## src/hdl/ltm_pkg.sv

```systemverilog
// ----------------------------------------------------------------------------
// ltm_pkg
// Shared types and constants for the lock table manager: request and
// response payloads, status codes, table entry layout and controller states.
// ----------------------------------------------------------------------------
`default_nettype none

package ltm_pkg;

   // Default number of table entries.
   localparam int unsigned LTM_LOCK_ENTRIES = 16;

   // Width of a lock identifier and of the acquire counter.
   localparam int unsigned LTM_ID_W    = 64;
   localparam int unsigned LTM_COUNT_W = 32;

   // Operation codes carried in a request.
   localparam logic LTM_OP_ACQUIRE = 1'b0;
   localparam logic LTM_OP_RELEASE = 1'b1;

   // Result status codes.
   typedef enum logic [1:0] {
      ST_OK       = 2'd0,
      ST_BUSY     = 2'd1,
      ST_NOT_HELD = 2'd2,
      ST_FULL     = 2'd3
   } ltm_status_type;

   // Request payload.
   typedef struct packed {
      logic                operation;
      logic [LTM_ID_W-1:0] lock_id;
   } ltm_req_type;

   // Response payload.
   typedef struct packed {
      ltm_status_type         status;
      logic [LTM_COUNT_W-1:0] acquire_count;
   } ltm_rsp_type;

   // One word of the lock table memory.
   typedef struct packed {
      logic                locked;
      logic [LTM_ID_W-1:0] id;
   } ltm_entry_type;

   // Controller states.
   typedef enum logic [1:0] {
      S_IDLE,
      S_SCAN,
      S_DECIDE
   } ltm_state_type;

endpackage : ltm_pkg

`default_nettype wire

```

## src/hdl/lock_table_manager.sv

```systemverilog
// ----------------------------------------------------------------------------
// lock_table_manager
// Lock table keyed by a 64-bit lock id, held in one synchronous memory.
// Each request acquires or releases a lock and returns one response with
// its status and the running count of successful acquires.
// ----------------------------------------------------------------------------
//
//   Channel   Direction   Handshake               Payload
//   req_      in          req_valid / req_ready   ltm_req_type (operation, lock_id)
//   rsp_      out         rsp_valid / rsp_ready   ltm_rsp_type (status, acquire_count)
//
// After acceptance a request reads table words from index zero until its
// id matches or the fill count is reached, so it reads the matching index
// plus one words, or the fill count on a miss, through the single read port
// of the table memory, one word per cycle. The response is then registered;
// the next request is taken only once the block is back in idle.
// Entries are allocated from index zero upward and never freed, so a fill
// count stands in for per-entry valid bits; reset clears it at once.
// A response waiting on rsp_ready does not stop the next request from being
// accepted; only the final update waits for the response register.
// ----------------------------------------------------------------------------
`default_nettype none

module lock_table_manager #(
   parameter int unsigned LOCK_ENTRIES = ltm_pkg::LTM_LOCK_ENTRIES
) (
   input  wire                  clock,
   input  wire                  reset,
   input  wire                  req_valid,
   output logic                 req_ready,
   input  ltm_pkg::ltm_req_type req_payload,
   output logic                 rsp_valid,
   input  wire                  rsp_ready,
   output ltm_pkg::ltm_rsp_type rsp_payload
);

   import ltm_pkg::*;

   localparam int unsigned IDX_W  = (LOCK_ENTRIES > 1) ? $clog2(LOCK_ENTRIES) : 1;
   localparam int unsigned FILL_W = $clog2(LOCK_ENTRIES + 1);

   localparam logic [FILL_W-1:0] FILL_MAX = FILL_W'(LOCK_ENTRIES);

   // Table memory and its registered read data.
   ltm_entry_type mem [LOCK_ENTRIES];
   ltm_entry_type rd_data_ff;

   // Control state.
   ltm_state_type          state_ff, state_in;
   logic [FILL_W-1:0]      fill_ff, fill_in;
   logic [LTM_COUNT_W-1:0] count_ff, count_in;
   logic                   rsp_valid_ff, rsp_valid_in;

   // Request context and lookup result.
   logic                   op_ff, op_in;
   logic [LTM_ID_W-1:0]    id_ff, id_in;
   logic [IDX_W-1:0]       ptr_ff, ptr_in;
   logic                   hit_ff, hit_in;
   logic                   locked_ff, locked_in;
   ltm_rsp_type            rsp_ff, rsp_in;

   // Memory port controls.
   logic                   rd_en;
   logic [IDX_W-1:0]       rd_addr;
   logic                   wr_en;
   logic [IDX_W-1:0]       wr_addr;
   ltm_entry_type          wr_data;

   logic                   req_accept;
   logic                   rsp_free;
   logic [FILL_W-1:0]      ptr_plus;

   assign req_ready   = (state_ff == S_IDLE);
   assign req_accept  = req_valid && req_ready;
   assign rsp_valid   = rsp_valid_ff;
   assign rsp_payload = rsp_ff;
   assign rsp_free    = !rsp_valid_ff || rsp_ready;
   assign ptr_plus    = FILL_W'(ptr_ff) + FILL_W'(1);

   // Next state, lookup and table update.
   always_comb begin
      state_in     = state_ff;
      fill_in      = fill_ff;
      count_in     = count_ff;
      op_in        = op_ff;
      id_in        = id_ff;
      ptr_in       = ptr_ff;
      hit_in       = hit_ff;
      locked_in    = locked_ff;
      rsp_in       = rsp_ff;
      rsp_valid_in = rsp_valid_ff && !rsp_ready;
      rd_en        = 1'b0;
      rd_addr      = ptr_plus[IDX_W-1:0];
      wr_en        = 1'b0;
      wr_addr      = ptr_ff;
      wr_data      = '{locked: 1'b1, id: id_ff};

      unique case (state_ff)
         S_IDLE: begin
            if (req_accept) begin
               op_in   = req_payload.operation;
               id_in   = req_payload.lock_id;
               ptr_in  = '0;
               hit_in  = 1'b0;
               rd_addr = '0;
               if (fill_ff == '0) begin
                  state_in = S_DECIDE;
               end else begin
                  rd_en    = 1'b1;
                  state_in = S_SCAN;
               end
            end
         end

         S_SCAN: begin
            // Compare the word read last cycle; fetch the next one on a miss.
            if (rd_data_ff.id == id_ff) begin
               hit_in    = 1'b1;
               locked_in = rd_data_ff.locked;
               state_in  = S_DECIDE;
            end else if (ptr_plus == fill_ff) begin
               hit_in   = 1'b0;
               state_in = S_DECIDE;
            end else begin
               rd_en  = 1'b1;
               ptr_in = ptr_plus[IDX_W-1:0];
            end
         end

         S_DECIDE: begin
            // Apply the outcome once the response register can take it.
            if (rsp_free) begin
               rsp_valid_in = 1'b1;
               state_in     = S_IDLE;
               if (op_ff == LTM_OP_ACQUIRE) begin
                  if (hit_ff) begin
                     if (locked_ff) begin
                        rsp_in.status = ST_BUSY;
                     end else begin
                        wr_en         = 1'b1;
                        count_in      = count_ff + LTM_COUNT_W'(1);
                        rsp_in.status = ST_OK;
                     end
                  end else if (fill_ff == FILL_MAX) begin
                     rsp_in.status = ST_FULL;
                  end else begin
                     wr_en         = 1'b1;
                     wr_addr       = fill_ff[IDX_W-1:0];
                     fill_in       = fill_ff + FILL_W'(1);
                     count_in      = count_ff + LTM_COUNT_W'(1);
                     rsp_in.status = ST_OK;
                  end
               end else begin
                  if (hit_ff && locked_ff) begin
                     wr_en         = 1'b1;
                     wr_data       = '{locked: 1'b0, id: id_ff};
                     rsp_in.status = ST_OK;
                  end else begin
                     rsp_in.status = ST_NOT_HELD;
                  end
               end
               rsp_in.acquire_count = count_in;
            end
         end

         default: begin
            state_in = S_IDLE;
         end
      endcase
   end

   // Control registers.
   always_ff @(posedge clock) begin
      if (reset) begin
         state_ff     <= S_IDLE;
         fill_ff      <= '0;
         count_ff     <= '0;
         rsp_valid_ff <= 1'b0;
      end else begin
         state_ff     <= state_in;
         fill_ff      <= fill_in;
         count_ff     <= count_in;
         rsp_valid_ff <= rsp_valid_in;
      end
   end

   // Payload registers.
   always_ff @(posedge clock) begin
      op_ff     <= op_in;
      id_ff     <= id_in;
      ptr_ff    <= ptr_in;
      hit_ff    <= hit_in;
      locked_ff <= locked_in;
      rsp_ff    <= rsp_in;
   end

   // Lock table memory: one write and one registered read per cycle.
   always_ff @(posedge clock) begin
      if (wr_en) begin
         mem[wr_addr] <= wr_data;
      end
      if (rd_en) begin
         rd_data_ff <= mem[rd_addr];
      end
   end

   // The fill count never passes the table size.
   assert property (@(posedge clock) disable iff (reset) fill_ff <= FILL_MAX)
      else $error("lock table fill count exceeds table size");

   // The scan only reads entries that have been allocated.
   assert property (@(posedge clock) disable iff (reset)
      (state_ff == S_SCAN) |-> (FILL_W'(ptr_ff) < fill_ff))
      else $error("lock table scan beyond fill count");

   // A full status is only reported when every entry is allocated.
   assert property (@(posedge clock) disable iff (reset)
      (rsp_valid_ff && (rsp_ff.status == ST_FULL)) |-> (fill_ff == FILL_MAX))
      else $error("full status with free entries left");

   // A successful acquire bumps the counter by exactly one.
   assert property (@(posedge clock) disable iff (reset)
      ((state_ff == S_DECIDE) && rsp_free && (op_ff == LTM_OP_ACQUIRE) &&
       (rsp_in.status == ST_OK))
      |=> (count_ff == $past(count_ff) + LTM_COUNT_W'(1)))
      else $error("acquire counter did not advance on a granted lock");

endmodule : lock_table_manager

`default_nettype wire

```

## config.mk

```make
export PLATFORM = sky130hd
export DESIGN_NAME = lock_table_manager
export DESIGN_NICKNAME = d
export VERILOG_FILES = /design/src/hdl/ltm_pkg.sv /design/src/hdl/lock_table_manager.sv
export SDC_FILE = /design/constraint.sdc
export NUM_CORES = 2
export LEC_CHECK = 0
export BUFFER_PORTS_ARGS = -buffer_cell sky130_fd_sc_hd__buf_2
export CAP_MARGIN = 20
export CORE_ASPECT_RATIO = 1.5
export CORE_MARGIN = 3
export CORE_UTILIZATION = 65
export CTS_BUF_LIST = sky130_fd_sc_hd__clkbuf_4 sky130_fd_sc_hd__clkbuf_8
export DETAILED_ROUTE_END_ITERATION = 7
export PLACE_DENSITY = 0.89
export SYNTH_ARGS = -nofsm -noshare
export SYNTH_HDL_FRONTEND = slang
export SYNTH_SLANG_ARGS = --single-unit
```

## constraint.sdc

```tcl
create_clock -name clock -period 7.1 [get_ports clock]
set_input_delay 0.355 -clock clock [delete_from_list [all_inputs] [get_ports clock]]
set_output_delay 0.355 -clock clock [all_outputs]
set_load 0.05 [all_outputs]
```

==> impl_metrics.toml <==
[detailed_routing]
wl_per_cell_um = 31.0
first_iter_violations = 4064
drt_pass1_iterations = 6
route.detailed.drc = 0
via_per_inst = 7.08
wirelength_um = 125000
num_vias = 28600
drtAntennaViolNets = 0

[synth]
ys_seq_area_share_pct = 76.7
syn_nets = 2771
synth_compound_area_share_pct = 7.15
syn_inst = 2698
synthSimpleGateAreaFrac_pct = 5.92
synth_commonest_cells = "edfxtp_1 (1210), nand2_1 (153), or3_1 (143), o211ai_1 (131)"
synth-edff-count = 1210
synth_top_area_share_pct = 75.0
synth-main-ff-cell = "edfxtp_1"
yosys-top-cells-area = "edfxtp_1 (75%), mux4_2 (6.0%), o221ai_1 (2.4%)"
yosys_warnings = 0
syn_area_um2 = 48400
synth_xor_area_share_pct = 2.27
synthArstFlopShare_pct = 0
avgSynthCellArea_um2 = 17.9
synth_top_family_by_area = "compound AO/OA/AOI/OAI gates"
ys_types = 65
synthAdderAreaFrac_pct = 0.103
synthMuxAreaShare_pct = 6.09
ys_ff_latch = 1250
synth.most_common_cell = "edfxtp_1"
synth_area_leader_cell = "edfxtp_1"

[die]
num_rows = 122
dieArea_um2 = 77900
core_um2 = 73900
die_w_um = 229
chipHeight_um = 340
ios = 105
start_util_pct = 65.5

[pwr]
switching_share_pct = 23.6
cellPowerDensity_nw_per_um2 = 277
p_int_mw = 11.5
pwr-share-comb_pct = 7.6
switchingPower_mw = 3.55
p_seq_share_pct = 55.7
report.power.total_mw = 15.0
ir_drop_v = 0.000200
pwr-share-clk_pct = 36.7
leakagePower_nw = 17.0

[clocking]
clk_pin_slew_ps = 60
cts_tree = "built"
hold_buffers = 66
numCtsBuffers = 168
post_cts_buffers = 0
cts_buffer_depth = 3
insertion_delay_ps = 870
post_cts_resized = 0
cts_sinks = 1250
root_buffer = "clkbuf_8"
h-tree-depth = 4

[worst_setup_path]
cpPeakStageDelay_ps = 940
cp.arrival_ps = 5220
crit_family = "simple AND/OR/NAND/NOR gates"
crit_slowest_cell = "nor2_4"
critPathBufInv = 2
crit_path_start_kind = "flip-flop"
crit_path_end_kind = "flip-flop"
crit_chain = "inv_1 > ha_1 > nand4bb_1 > nand4_1 > a21boi_0 > nand3_1 > nor2_4 > buf_4"
worst_ep_required_time_ps = 7540
path_class = "reg2reg"
worstPathMaxFanout = 41

[timing]
timing.final.crit_share_pct = 67.3
fin_tns_setup_ps = 0
tightest_slew_ps = 1220
hold_violations = 0
min_period_ps = 4780
setup_ws_ps = 2320
finalMaxSlewViolations = 0
maxSlewHeadroom_pct = 18.5
rsz0062_at_grt = "no"
fmax_ghz = 0.209
fin_skew_ps = 59.0
timing.final.setup_violations = 0

[global_routing]
grt_pass1_wl_um = 186000
grt_max_degree = 161
overflow = 0
grt_antenna_before_repair = 1
grt_pass1_vias = 29200
gr-usage-all-layers_pct = 32.5

[cells_and_area]
final_cells = 4036
finalInstanceArea_um2 = 54200
synthToLayoutAreaGrowth_pct = 11.8
fin_nets = 2982
drive_above_1_share_pct = 19.2

[place]
place_ws_ps = 2270
routabilityCongestion = 0.882
place_area_um2 = 50100
dp_cells = 3662
dp_hpwl_um = 60100
portBuffers = 104

[worst_hold_path]
worstHoldPathType = "in2reg"

[job]
drv_cap = 0

[status]
status = "completed"
## cell families after synthesis
logic type,Yosys count
mux,132
xor+xnor,124
flops,1250
simple gates,545
compound gates,446
fa+ha+maj,4
buf+inv,197
## path summary, 6_finish.rpt
path | slack (ps) | cells past startpoint | from | endpoint
hold / removal | 80 | 5 | req_valid | state_ff[1]
setup reg to reg | 2320 | 8 | fill_ff[0] | mem[10][48]
hold reg to reg | 420 | 0 | rd_data_ff[64] | locked_ff
setup / recovery | 2320 | 8 | fill_ff[0] | mem[10][48]
## cells in the final DEF, fill, tap and decap left out, drive strengths merged, types with 103 or more instances in the layout
cell / count
mux4: 130
xnor2: 103
edfxtp: 1210
clkbuf: 232
a21o: 130
buf: 157
or3: 143
o211ai: 131
nand2: 154
o221ai: 130
## tightest hold or removal path: stages
cell     delay (ps)
buf_2           120
a21oi_1         120
o22a_1          150
nor2_1           40
o21a_1           80
## registers in the layout (all words and copies together), names as in the netlist, 2 cells and up
signal       flops
state_ff         2
mem           1040
ptr_ff           4
fill_ff          5
count_ff        32
rsp_payload     34
rd_data_ff      65
id_ff           64
## power groups by stage
| stage | Combinational, mW | Sequential, mW | Clock, mW |
|---|---|---|---|
| 5_1_grt | 1.19 | 8.38 | 5.83 |
| 2_1_floorplan | 0.694 | 8.51 | 0 |
| 4_1_cts | 1.10 | 8.37 | 5.50 |
| 6_report | 1.14 | 8.37 | 5.52 |
| 3_3_place_gp | 0.995 | 8.50 | 0 |
| 3_5_place_dp | 1.04 | 8.52 | 0 |
## stage by stage
stage	util, %	hold WS, ps
after floorplan	-	400
after global placement	67.7	410
after detailed placement	67.8	407
after CTS	73.2	22.7
after global routing	73.3	91.0
final	73.3	81.4
## layer usage
layer | vias to the layer above | track usage [%] | routed length, µm
li1 | 11400 | - | -
met1 | 13900 | 39.7 | 37800
met2 | 2696 | 52.7 | 61600
met5 | - | 0 | 0
met4 | 0 | 19.6 | 8810
met3 | 602 | 8.72 | 16800
## cell type report
class / instances / area, µm²
antenna: 1 / 2.50
clock buffer: 232 / 2820
clock inverter: 72 / 538
fill: 3698 / 19700
inverter: 15 / 68.8
multi-input combinational: 1251 / 10600
sequential: 1250 / 37100
tap: 992 / 1240
timing repair buffer: 223 / 1730
Note: power is estimated with default switching activity, not from simulation.
